[config.mk]
export PLATFORM = sky130hd
export DESIGN_NAME = life_automaton_toroidal_step
export DESIGN_NICKNAME = d
export VERILOG_FILES = /design/src/rtl/life_pkg.sv /design/src/rtl/life_cell.sv /design/src/rtl/life_automaton_toroidal_step.sv
export VERILOG_INCLUDE_DIRS = /design/src /design/src/rtl
export SDC_FILE = /design/constraint.sdc
export NUM_CORES = 2
export LEC_CHECK = 0
export ABC_AREA = 1
export BUFFER_PORTS_ARGS = -buffer_cell sky130_fd_sc_hd__buf_2
export CORE_ASPECT_RATIO = 1.5
export CORE_UTILIZATION = 45
export DETAILED_ROUTE_END_ITERATION = 10
export PLACE_DENSITY_LB_ADDON = 0.15
export SYNTH_ARGS = -nofsm -noshare
export SYNTH_HDL_FRONTEND = slang
export SYNTH_HIERARCHICAL = 1
export SYNTH_SLANG_ARGS = --single-unit
[constraint.sdc]
create_clock -name clk -period 5.84 [get_ports clk]
set_input_delay 1.168 -clock clk [delete_from_list [all_inputs] [get_ports clk]]
set_output_delay 1.168 -clock clk [all_outputs]
set_load 0.02 [all_outputs]
[src/rtl/assert_macros.svh]
`ifndef ASSERT_MACROS_SVH
`define ASSERT_MACROS_SVH

// Concurrent check on clk, switched off while rst_n is low.
`define LIFE_ASSERT(label, prop, msg) \
    label: assert property (@(posedge clk) disable iff (!rst_n) prop) \
        else $error(msg);

// Same-cycle implication.
`define LIFE_ASSERT_IMP(label, ante, cons, msg) \
    `LIFE_ASSERT(label, (ante) |-> (cons), msg)

// Next-cycle implication.
`define LIFE_ASSERT_NXT(label, ante, cons, msg) \
    `LIFE_ASSERT(label, (ante) |=> (cons), msg)

`endif

[src/rtl/life_pkg.sv]
`default_nettype none

package life_pkg;

    localparam int GRID_ROWS_DEF = 16;
    localparam int GRID_COLS_DEF = 16;
    localparam int MAX_RESULTS   = 16;

    localparam int ROW_SEL_W = 4;
    localparam int CELLS_W   = 16;
    localparam int GEN_W     = 16;

    localparam logic [GEN_W-1:0] LIMIT_RESET = 16'd100;

    localparam logic FUNC_LOAD = 1'b0;
    localparam logic FUNC_STEP = 1'b1;

    // Per-row control handed from the sequencer to each cell.
    typedef struct packed {
        logic wr;
        logic step;
        logic shift;
    } cell_ctl_t;

    // Conway's rule for one cell; mid[1] is the cell itself.
    function automatic logic life_rule(input logic [2:0] up,
                                       input logic [2:0] mid,
                                       input logic [2:0] dn);
        logic [3:0] n;
        n = 4'(up[0]) + 4'(up[1]) + 4'(up[2]) + 4'(mid[0]) + 4'(mid[2])
          + 4'(dn[0]) + 4'(dn[1]) + 4'(dn[2]);
        return (n == 4'd3) || (mid[1] && (n == 4'd2));
    endfunction

endpackage

`default_nettype wire

[src/rtl/life_cell.sv]
`default_nettype none

module life_cell #(
    parameter int GRID_COLS = life_pkg::GRID_COLS_DEF
) (
    input  wire                     clk,
    input  wire                     rst_n,
    input  wire life_pkg::cell_ctl_t ctl,
    input  wire [GRID_COLS-1:0]     up_row,
    input  wire [GRID_COLS-1:0]     dn_row,
    input  wire [GRID_COLS-1:0]     load_row,
    output logic [GRID_COLS-1:0]    row,
    output logic                    live
);
    import life_pkg::*;

    logic [GRID_COLS-1:0] row_reg;
    logic [GRID_COLS-1:0] row_next;
    logic [GRID_COLS-1:0] gen_row;
    logic                 live_reg;

    for (genvar c = 0; c < GRID_COLS; c++) begin : g_col
        localparam int L = (c == 0) ? GRID_COLS - 1 : c - 1;
        localparam int R = (c == GRID_COLS - 1) ? 0 : c + 1;
        assign gen_row[c] = life_rule({up_row[R], up_row[c], up_row[L]},
                                      {row_reg[R], row_reg[c], row_reg[L]},
                                      {dn_row[R], dn_row[c], dn_row[L]});
    end

    // The ring rotates towards row 0, so the shift source is the row below.
    always_comb
    begin
        row_next = row_reg;
        if (ctl.wr)
        begin
            row_next = load_row;
        end
        else if (ctl.step)
        begin
            row_next = gen_row;
        end
        else if (ctl.shift)
        begin
            row_next = dn_row;
        end
    end

    always_ff @(posedge clk or negedge rst_n)
    begin
        if (!rst_n)
        begin
            row_reg  <= '0;
            live_reg <= 1'b0;
        end
        else
        begin
            row_reg  <= row_next;
            live_reg <= |row_next;
        end
    end

    assign row  = row_reg;
    assign live = live_reg;

endmodule

`default_nettype wire

[src/rtl/life_automaton_toroidal_step.sv]
// Channel  | Handshake              | Payload
// ---------+------------------------+------------------------------------------
// in       | in_valid / in_ready    | func, row_select, row_cells
// out      | out_valid / out_ready  | out_row, out_cells, last_row, advanced,
//          |                        | grid_empty, generation_count
// cfg      | cfg_wr_en              | cfg_wr_data (generation_limit)
//
// A load item writes its row cell as it is taken. An advancing step updates every
// row cell at once, then the row ring rotates past row 0, one emitted row per cycle
// while the output is not stalled, for the first EMIT_N rows; the rest rotate home.
// A refused step passes through S_REFUSE and gives a single result.
// Output stalls hold the rotation; the output register lets the last result wait
// while the next item is taken. Reset clears the grid and the count and sets the
// limit to its default.
`default_nettype none

module life_automaton_toroidal_step #(
    parameter int GRID_ROWS = life_pkg::GRID_ROWS_DEF,
    parameter int GRID_COLS = life_pkg::GRID_COLS_DEF
) (
    input  wire                           clk,
    input  wire                           rst_n,
    input  wire                           cfg_wr_en,
    input  wire [life_pkg::GEN_W-1:0]     cfg_wr_data,
    input  wire                           in_valid,
    output logic                          in_ready,
    input  wire                           func,
    input  wire [life_pkg::ROW_SEL_W-1:0] row_select,
    input  wire [life_pkg::CELLS_W-1:0]   row_cells,
    output logic                          out_valid,
    input  wire                           out_ready,
    output logic [life_pkg::ROW_SEL_W-1:0] out_row,
    output logic [life_pkg::CELLS_W-1:0]  out_cells,
    output logic                          last_row,
    output logic                          advanced,
    output logic                          grid_empty,
    output logic [life_pkg::GEN_W-1:0]    generation_count
);
    import life_pkg::*;

    localparam int EMIT_N = (GRID_ROWS < MAX_RESULTS) ? GRID_ROWS : MAX_RESULTS;
    localparam int ROT_W  = $clog2(GRID_ROWS);
    localparam int SEL_W  = 7;

    typedef enum logic [3:0] {
        S_IDLE    = 4'b0001,
        S_REFUSE  = 4'b0010,
        S_EMIT    = 4'b0100,
        S_RESTORE = 4'b1000
    } state_t;

    state_t state_reg, state_next;
    logic [ROT_W-1:0]     rot_reg, rot_next;
    logic [GEN_W-1:0]     gen_reg, gen_next;
    logic [GEN_W-1:0]     limit_reg;

    logic                 out_valid_reg, out_valid_next;
    logic [ROW_SEL_W-1:0] out_row_reg, out_row_next;
    logic [CELLS_W-1:0]   out_cells_reg, out_cells_next;
    logic                 last_row_reg, last_row_next;
    logic                 advanced_reg, advanced_next;
    logic                 grid_empty_reg, grid_empty_next;
    logic [GEN_W-1:0]     gen_out_reg, gen_out_next;
    logic                 out_load;

    logic [GRID_COLS-1:0] cell_rows [GRID_ROWS];
    logic [GRID_ROWS-1:0] row_live;
    cell_ctl_t            cell_ctl [GRID_ROWS];
    logic [GRID_COLS-1:0] load_row;
    logic [SEL_W-1:0]     sel_ext;

    logic accept;
    logic load_go;
    logic step_go;
    logic shift_go;
    logic grid_live;
    logic can_step;
    logic slot_free;

    assign in_ready  = (state_reg == S_IDLE);
    assign accept    = in_valid && in_ready;
    assign grid_live = |row_live;
    assign can_step  = (gen_reg < limit_reg) && grid_live;
    assign slot_free = !out_valid_reg || out_ready;
    assign load_go   = accept && (func == FUNC_LOAD);
    assign step_go   = accept && (func == FUNC_STEP) && can_step;
    assign load_row  = GRID_COLS'(row_cells);
    assign sel_ext   = SEL_W'(row_select);

    for (genvar i = 0; i < GRID_ROWS; i++) begin : g_row
        localparam int UP = (i == 0) ? GRID_ROWS - 1 : i - 1;
        localparam int DN = (i == GRID_ROWS - 1) ? 0 : i + 1;

        assign cell_ctl[i].wr    = load_go && (sel_ext == SEL_W'(i));
        assign cell_ctl[i].step  = step_go;
        assign cell_ctl[i].shift = shift_go;

        life_cell #(
            .GRID_COLS (GRID_COLS)
        ) u_cell (
            .clk      (clk),
            .rst_n    (rst_n),
            .ctl      (cell_ctl[i]),
            .up_row   (cell_rows[UP]),
            .dn_row   (cell_rows[DN]),
            .load_row (load_row),
            .row      (cell_rows[i]),
            .live     (row_live[i])
        );
    end

    always_comb
    begin
        state_next      = state_reg;
        rot_next        = rot_reg;
        gen_next        = gen_reg;
        shift_go        = 1'b0;
        out_load        = 1'b0;
        out_row_next    = out_row_reg;
        out_cells_next  = out_cells_reg;
        last_row_next   = last_row_reg;
        advanced_next   = advanced_reg;
        grid_empty_next = grid_empty_reg;
        gen_out_next    = gen_out_reg;

        case (state_reg)
            S_IDLE:
            begin
                if (accept && (func == FUNC_STEP))
                begin
                    if (can_step)
                    begin
                        gen_next   = gen_reg + 16'd1;
                        rot_next   = '0;
                        state_next = S_EMIT;
                    end
                    else
                    begin
                        state_next = S_REFUSE;
                    end
                end
            end
            S_REFUSE:
            begin
                if (slot_free)
                begin
                    out_load        = 1'b1;
                    out_row_next    = '0;
                    out_cells_next  = '0;
                    last_row_next   = 1'b1;
                    advanced_next   = 1'b0;
                    grid_empty_next = !grid_live;
                    gen_out_next    = gen_reg;
                    state_next      = S_IDLE;
                end
            end
            S_EMIT:
            begin
                if (slot_free)
                begin
                    out_load        = 1'b1;
                    shift_go        = 1'b1;
                    out_row_next    = ROW_SEL_W'(rot_reg);
                    out_cells_next  = CELLS_W'(cell_rows[0]);
                    last_row_next   = (rot_reg == ROT_W'(EMIT_N - 1));
                    advanced_next   = 1'b1;
                    grid_empty_next = !grid_live;
                    gen_out_next    = gen_reg;
                    if (rot_reg == ROT_W'(GRID_ROWS - 1))
                    begin
                        rot_next   = '0;
                        state_next = S_IDLE;
                    end
                    else
                    begin
                        rot_next = rot_reg + ROT_W'(1);
                        if (rot_reg == ROT_W'(EMIT_N - 1))
                        begin
                            state_next = S_RESTORE;
                        end
                    end
                end
            end
            S_RESTORE:
            begin
                // Rows past the last emitted one rotate back to their home cells.
                shift_go = 1'b1;
                if (rot_reg == ROT_W'(GRID_ROWS - 1))
                begin
                    rot_next   = '0;
                    state_next = S_IDLE;
                end
                else
                begin
                    rot_next = rot_reg + ROT_W'(1);
                end
            end
            default:
            begin
                state_next = S_IDLE;
                rot_next   = '0;
            end
        endcase
    end

    always_comb
    begin
        out_valid_next = out_valid_reg;
        if (out_load)
        begin
            out_valid_next = 1'b1;
        end
        else if (out_ready)
        begin
            out_valid_next = 1'b0;
        end
    end

    always_ff @(posedge clk or negedge rst_n)
    begin
        if (!rst_n)
        begin
            state_reg     <= S_IDLE;
            rot_reg       <= '0;
            gen_reg       <= '0;
            limit_reg     <= LIMIT_RESET;
            out_valid_reg <= 1'b0;
        end
        else
        begin
            state_reg     <= state_next;
            rot_reg       <= rot_next;
            gen_reg       <= gen_next;
            out_valid_reg <= out_valid_next;
            if (cfg_wr_en)
            begin
                limit_reg <= cfg_wr_data;
            end
        end
    end

    always_ff @(posedge clk)
    begin
        out_row_reg    <= out_row_next;
        out_cells_reg  <= out_cells_next;
        last_row_reg   <= last_row_next;
        advanced_reg   <= advanced_next;
        grid_empty_reg <= grid_empty_next;
        gen_out_reg    <= gen_out_next;
    end

    assign out_valid        = out_valid_reg;
    assign out_row          = out_row_reg;
    assign out_cells        = out_cells_reg;
    assign last_row         = last_row_reg;
    assign advanced         = advanced_reg;
    assign grid_empty       = grid_empty_reg;
    assign generation_count = gen_out_reg;

`include "assert_macros.svh"

    `LIFE_ASSERT_IMP(a_ring_home, state_reg == S_IDLE, rot_reg == '0,
                     "ring not home when idle")
    `LIFE_ASSERT_NXT(a_step_count, step_go,
                     (state_reg == S_EMIT) && (gen_reg == 16'($past(gen_reg) + 16'd1)),
                     "step did not advance count")
    `LIFE_ASSERT_IMP(a_last_row, out_valid_reg && advanced_reg && last_row_reg,
                     out_row_reg == ROW_SEL_W'(EMIT_N - 1), "last row index wrong")
    `LIFE_ASSERT_IMP(a_refused, out_valid_reg && !advanced_reg,
                     last_row_reg && (out_cells_reg == '0) && (out_row_reg == '0),
                     "refused result malformed")

endmodule

`default_nettype wire

Word-level counts from Yosys, hierarchy flattened
Cells that the tools add are included.
{"block": "word_totals", "register_bits": 352, "inputBits": 42, "out_inout_bits": 41, "elab_cells": 3013}
{"block": "classes", "addsub": 1794, "magnitude_cmp": 1, "eq_ne": 536, "mux": 75, "bitwise": 2, "reduce_logical": 562}
{"op": "$add 4x1->4", "count": 1536}
{"op": "$eq 4x2->1 const B", "count": 515}
{"op": "$mux 16", "count": 50}
{"op": "$add 1x1->2", "count": 256}
{"op": "$logic_and 1x1->1", "count": 277}
{"op": "$reduce_or 16->1", "count": 17}
{"op": "$logic_or 1x1->1", "count": 257}
{"op": "$eq 4x4->1 const B", "count": 10}
{"op": "$mux 4", "count": 10}
{"op": "$pmux 16 s2", "count": 1}
{"op": "$pmux 4 s4", "count": 2}
{"op": "$eq 4x3->1 const B", "count": 5}
{"op": "$add 16x1->16 const B", "count": 1}
{"op": "$lt 16x16->1", "count": 1}
{"op": "$reduce_and 3->1", "count": 3}
{"op": "$eq 4x1->1 const B", "count": 2}
{"op": "$pmux 4 s2", "count": 1}
{"op": "$logic_not 7->1", "count": 1}
{"op": "$mux 1", "count": 7}
{"op": "$pmux 1 s2", "count": 3}
{"op": "$add 4x1->4 const B", "count": 1}
{"op": "$ne 2x1->1 const B", "count": 2}
{"op": "$ne 2x2->1 const B", "count": 2}
{"op": "$reduce_and 4->1", "count": 1}
{"op": "6 further kinds", "count": 9}

Depth between registers and ports, before layout
{"block": "logic_depth", "depth_word": 13, "mapped_depth": 25, "depth_no_buf": 23}

Modules after synthesis
The synthesis kept the hierarchy.
{"module": "life_cell at g_row[0].u_cell ...", "n_inst": 13, "cells_per_inst": 581, "area_per_inst_um2": 4082.7, "seq_area_each_um2": 425.4}
{"module": "life_cell at g_row[15].u_cell ...", "n_inst": 3, "cells_per_inst": 581, "area_per_inst_um2": 4101.4, "seq_area_each_um2": 425.4}
{"module": "life_automaton_toroidal_step", "n_inst": 1, "cells_per_inst": 414, "area_per_inst_um2": 3817.4, "seq_area_each_um2": 2177.1}

Worst setup path after synthesis
Ideal clock, no wire load.
{"block": "synth_path", "kind": "input -> register", "startpoint": "input out_ready", "endpoint": "register g_row[14].u_cell.live_reg", "setup_ns": 0.119, "t_arrival_ns": 3.919, "t_required_ns": 5.721, "slack_ns": 1.802, "path_stages": 12, "n_path_buf": 1, "cell_sequence": "nor2_1 > nor2_1 > buf_2 > o21ai_0 > a21oi_1 > nand2_1 > nand2_1 > nand2_1 > inv_1 > nand2_1 > nor2_1 > nand2_1"}
{"element": "start, declared", "line_no": "life_automaton_toroidal_step.sv:31", "source": "input wire out_ready,"}
{"element": "end signal, assigned", "line_no": "life_cell.sv:58", "source": "live_reg <= |row_next;"}
{"element": "end, declared", "line_no": "life_cell.sv:20", "source": "logic live_reg;"}

Worst setup path after layout
{"block": "layout_path", "startpoint": "register g_row[0].u_cell.row_reg[2]", "endpoint": "register g_row[1].u_cell.live_reg"}
{"block": "layout_via", "elab_chain_len": 13, "elab_cells_between_ends": 35, "classes_between": "20 x add/sub; 6 x eq/ne; 2 x mux; 7 x reduce/logical"}
{"element": "start, declared", "line_no": "life_cell.sv:17", "source": "logic [GRID_COLS-1:0] row_reg;"}
{"element": "start signal, assigned", "line_no": "life_cell.sv:57", "source": "row_reg <= row_next;"}
{"element": "$add 1x1->2", "line_no": "life_pkg.sv:30", "source": "n = 4'(up[0]) + 4'(up[1]) + 4'(up[2]) + 4'(mid[0]) + 4'(mid[2])"}
{"element": "$add 4x1->4 (3 in series)", "line_no": "life_pkg.sv:30"}
{"element": "$add 4x1->4 (3 in series)", "line_no": "life_pkg.sv:31", "source": "+ 4'(dn[0]) + 4'(dn[1]) + 4'(dn[2]);"}
{"element": "$eq 4x2->1", "line_no": "life_pkg.sv:32", "source": "return (n == 4'd3) || (mid[1] && (n == 4'd2));"}
{"element": "$logic_and 1x1->1", "line_no": "life_pkg.sv:32"}
{"element": "$logic_or 1x1->1", "line_no": "life_pkg.sv:32"}
{"element": "$mux 16 (*)", "line_no": "life_cell.sv:38", "source": "else if (ctl.step)"}
{"element": "$mux 16 (*)", "line_no": "life_cell.sv:34", "source": "if (ctl.wr)"}
{"element": "$reduce_or 16->1 (*)", "line_no": "life_cell.sv:58"}
{"element": "end signal, assigned", "line_no": "life_cell.sv:58"}
{"element": "end, declared", "line_no": "life_cell.sv:20"}
Mark *: on every way between the ends. The rest lies on a longest branch, timed or not.
A chain may end at the register's enable or synchronous reset.

==> flow_summary_export.csv <==
group,metric,value,unit
worst_setup_path,crit_slowest_cell,"dfrtp_1",
yosys,yosys.area.top_type,"fa_1",
yosys,ys_top_cells_by_area,"fa_1 29%, inv_1 15%, nand2_1 15%, ha_1 14%, dfrtp_1 11%",
grt,grt_max_degree,103,
finish,drive_gt1_share,3.05,%
placed_design,post-dp-hpwl,163,mm
timing,worstMarginPinSlew,1130,ps
clocking,clkSlewWorstSetupHoldPaths,70,ps
yosys,yosysUniqueCellTypes,31,
floorplan,initial_core_util,45.5,%
floorplan,core,152000,sq um
timing,final.min_clock_period,4270,ps
worst_setup_path,path_cells,"inv_1, fa_1, fa_1, fa_1, inv_1, ha_1, fa_1, nand2_1, nor3_2, nand2_1, nand2_1, nand2_1, nand2_1, inv_1, nand2_1, nor2_1, nand2_1",
finish,largest_register_ffs,256,
finish,area_delta_synth_final,6.20,%
placed_design,port_buffers,82,
yosys,ys_ff_latch,351,
route,vias_per_cell,4.80,
yosys,synth_top_area_share,29.2,%
floorplan,io_pins,83,
route,wl_per_cell,17.1,um
grt,met1_usage,28.6,%
yosys,synth.net_count,11545,
clocking,cts-resized-gates,0,
floorplan,dieHeight,482,um
timing,drv_slew,0,
grt,antenna_found_initial,2,
grt,grt_use_total,27.0,%
yosys,synth.avg_cell_area,7.13,sq um
yosys,yosysSeqAreaShare,13.0,%
grt,top_usage_layer,"met2",
timing,holdWs,464,ps
worst_setup_path,worstPathArrival,4890,ps
timing,max-slew-margin-rel,24.6,%
power,powerDensity,603,nW/um^2
clocking,root_buffer,"clkbuf_16",
power,power_leakage,43.5,nW
timing,fin_crit_sh,73.1,%
worst_setup_path,cp_data_required_time,6470,ps
clocking,clk_latency,680,ps
power,finalPower,0.0443,W
floorplan,dieArea,155000,sq um
grt,gr-usage-met2,51.8,%
power,clkPwrFrac,7.3,%
flow_run,maxCapViolCount,0,
yosys,netlist_area,69200,sq um
grt,grt_pass1_wl,323,mm
power,p_int,0.0193,W
timing,setup_violations,0,
worst_setup_path,crit_top_cell,"nand2_1",
route,vias,56842,
finish,multiInputGateArea,48300,sq um
finish,seq_area,8980,sq um
timing,skew,24.8,ps
worst_setup_path,start_kind,"register",
power,p_comb_share,81.1,%
route,wirelength,203,mm
route,drt-initial-drc-count,2995,
worst_setup_path,worstPathMaxFanout,8,
clocking,cts.sinks,351,
clocking,numCtsBuffers,47,
placed_design,dp_slack,1360,ps
timing,setup-tns-final,0,ps
route,antenna_left,0,
run_status,status,"complete, no violations",
placed_design,place_congestion,0.899,
clocking,postCtsSetupBuffers,0,
finish,num_antenna_cells,0,
grt,met3_usage,2.13,%
worst_setup_path,worstSetupEndpointType,"register",
floorplan,rows,175,
clocking,cts_hold_buf,0,
grt,grt_pass1_vias,60459,
yosys,syn-instance-count,9710,
clocking,cts_max_path_buffers,3,
power,net-switching-power,0.0250,W
yosys,ys_warn_count,6,
power,ir_worst_vdd,0.000279,V
finish,finalNetCount,11601,
power,power_frac_seq,11.6,%
clocking,cts_tree,"done",
timing,hold_viol,0,
floorplan,die_x,322,um
grt,grt-ovfl-total,0,
power,switching_share,56.4,%
worst_setup_path,criticalPathCategory,"register to register",
route,drc,0,
timing,finalWorstSetupSlack,1570,ps
finish,nFillCells,15386,
route,dr.pass1.iters,8,
timing,clock.fmax,0.234,GHz
timing,rsz0062_at_grt,"false",
min_path,min_path_type,"primary input to asynchronous set/reset pin",
worst_setup_path,cp_slowest_stage_delay,750,ps
clocking,cts_max_level,2,
[worst paths after layout]
path,slack [ps],depth (start not counted),from,end
max reg2reg,1570,17,g_row[0].u_cell/row[2],g_row[1].u_cell/live
min reg2reg,490,0,gen_reg[14],generation_count[14]
max in group asynchronous,4080,2,rst_n,g_row[8].u_cell/row[12]
min in group clk,490,0,gen_reg[14],generation_count[14]
max,1570,17,g_row[0].u_cell/row[2],g_row[1].u_cell/live
min,460,1,rst_n,g_row[15].u_cell/row[0]
[layer usage]
layer  part of all wire [%]  vias to the layer above  wire [um]
met1                     37                    27340      74500
li1                       -                    27829          -
met5                 0.0064                        -         13
met3                    3.3                      479       6610
met4                    6.7                        2      13600
met2                     53                     1192     108000
[metrics by stage]
stage / instance area [sq um] / utilization [%] / instances
2_1_floorplan: 69200 / - / 9710
3_3_place_gp: 71800 / 47.2 / 11752
3_5_place_dp: 71800 / 47.2 / 11752
4_1_cts: 73500 / 48.3 / 11839
5_1_grt: 73500 / 48.3 / 11839
6_report: 73500 / 48.3 / 11839
[worst max-delay path: cells and delay by family, from the launching register on]
family,cells,cell delay [ps]
and+or+nand+nor,9,860
adders and majority gates,5,2320
DFF,1,750
buffers and inverters,3,310
[cell usage in the layout (no fill, tap or decap), types with 2 or more instances in the layout]
cell | Yosys | routed
nor4_1 | 2 | 2
nand3_2 | 2 | 2
nor2_1 | 1062 | 1060
xnor2_1 | 68 | 68
inv_6 | 0 | 2
inv_2 | 33 | 32
clkinv_4 | 0 | 2
inv_4 | 3 | 3
clkbuf_1 | 18 | 6
buf_12 | 0 | 8
a21oi_1 | 261 | 261
nor3_2 | 13 | 13
nand3_1 | 143 | 143
clkbuf_16 | 0 | 47
clkinvlp_4 | 0 | 6
clkinv_16 | 0 | 2
dfstp_2 | 4 | 4
edfxtp_1 | 39 | 39
clkinv_1 | 36 | 37
fa_1 | 1008 | 1008
xor2_1 | 12 | 12
inv_1 | 2826 | 2826
o21ai_1 | 6 | 6
nand2_1 | 2728 | 2728
clkbuf_8 | 0 | 10
bufinv_16 | 0 | 5
ha_1 | 785 | 785
o21ai_0 | 91 | 91
clkinv_2 | 0 | 5
buf_4 | 44 | 69
buf_2 | 58 | 81
dfrtp_1 | 308 | 308
nor3_1 | 122 | 122
[cell families after synthesis]
group                      Yosys count  synth area share, %
and+or+nand+nor                   4073                 22.7
buffers and inverters             3050                 17.2
adders and majority gates         1793                 43.4
AOI/OAI and AO/OA                  362                 2.65
DFF                                351                 13.0
xor gates and xnor gates            80                 1.01
muxes                                1               0.0163
[synth_stat cells]
library cell  instances
a211oi_4              1
buf_2                58
dfrtp_1             308
o21bai_1              1
clkinv_1             36
xor2_1               12
o211ai_1              1
a21o_1                1
edfxtp_1             39
clkbuf_1             18
ha_1                785
inv_2                33
a21oi_1             261
nand3_2               2
nand3_1             143
o21ai_0              91
nor2_1             1062
nor4_1                2
mux2_2                1
dfstp_2               4
nor3_4                1
xnor2_1              68
fa_1               1008
inv_1              2826
nor3_2               13
buf_6                32
nand2_1            2728
nor3_1              122
o21ai_1               6
inv_4                 3
buf_4                44
[power by group through the flow]
stage | logic (W) | registers (W) | clock network (W)
after detailed placement | 0.0362 | 0.00520 | 0
final | 0.0359 | 0.00513 | 0.00325
after global placement | 0.0346 | 0.00520 | 0
after CTS | 0.0364 | 0.00516 | 0.00333
after floorplan | 0.0279 | 0.00425 | 0
after global routing | 0.0429 | 0.00525 | 0.00338
[area by class of cell]
| type | count | share of cell area [%] |
|---|---|---|
| Clock buffer | 63 | 1.82 |
| Clock inverter | 24 | 0.461 |
| Inverter | 2898 | 14.8 |
| Multi-Input combinational cell | 6309 | 65.7 |
| Sequential cell | 351 | 12.2 |
| Tap cell | 2035 | 3.46 |
| Timing Repair Buffer | 159 | 1.49 |
Note: power is estimated with default switching activity, not from simulation.
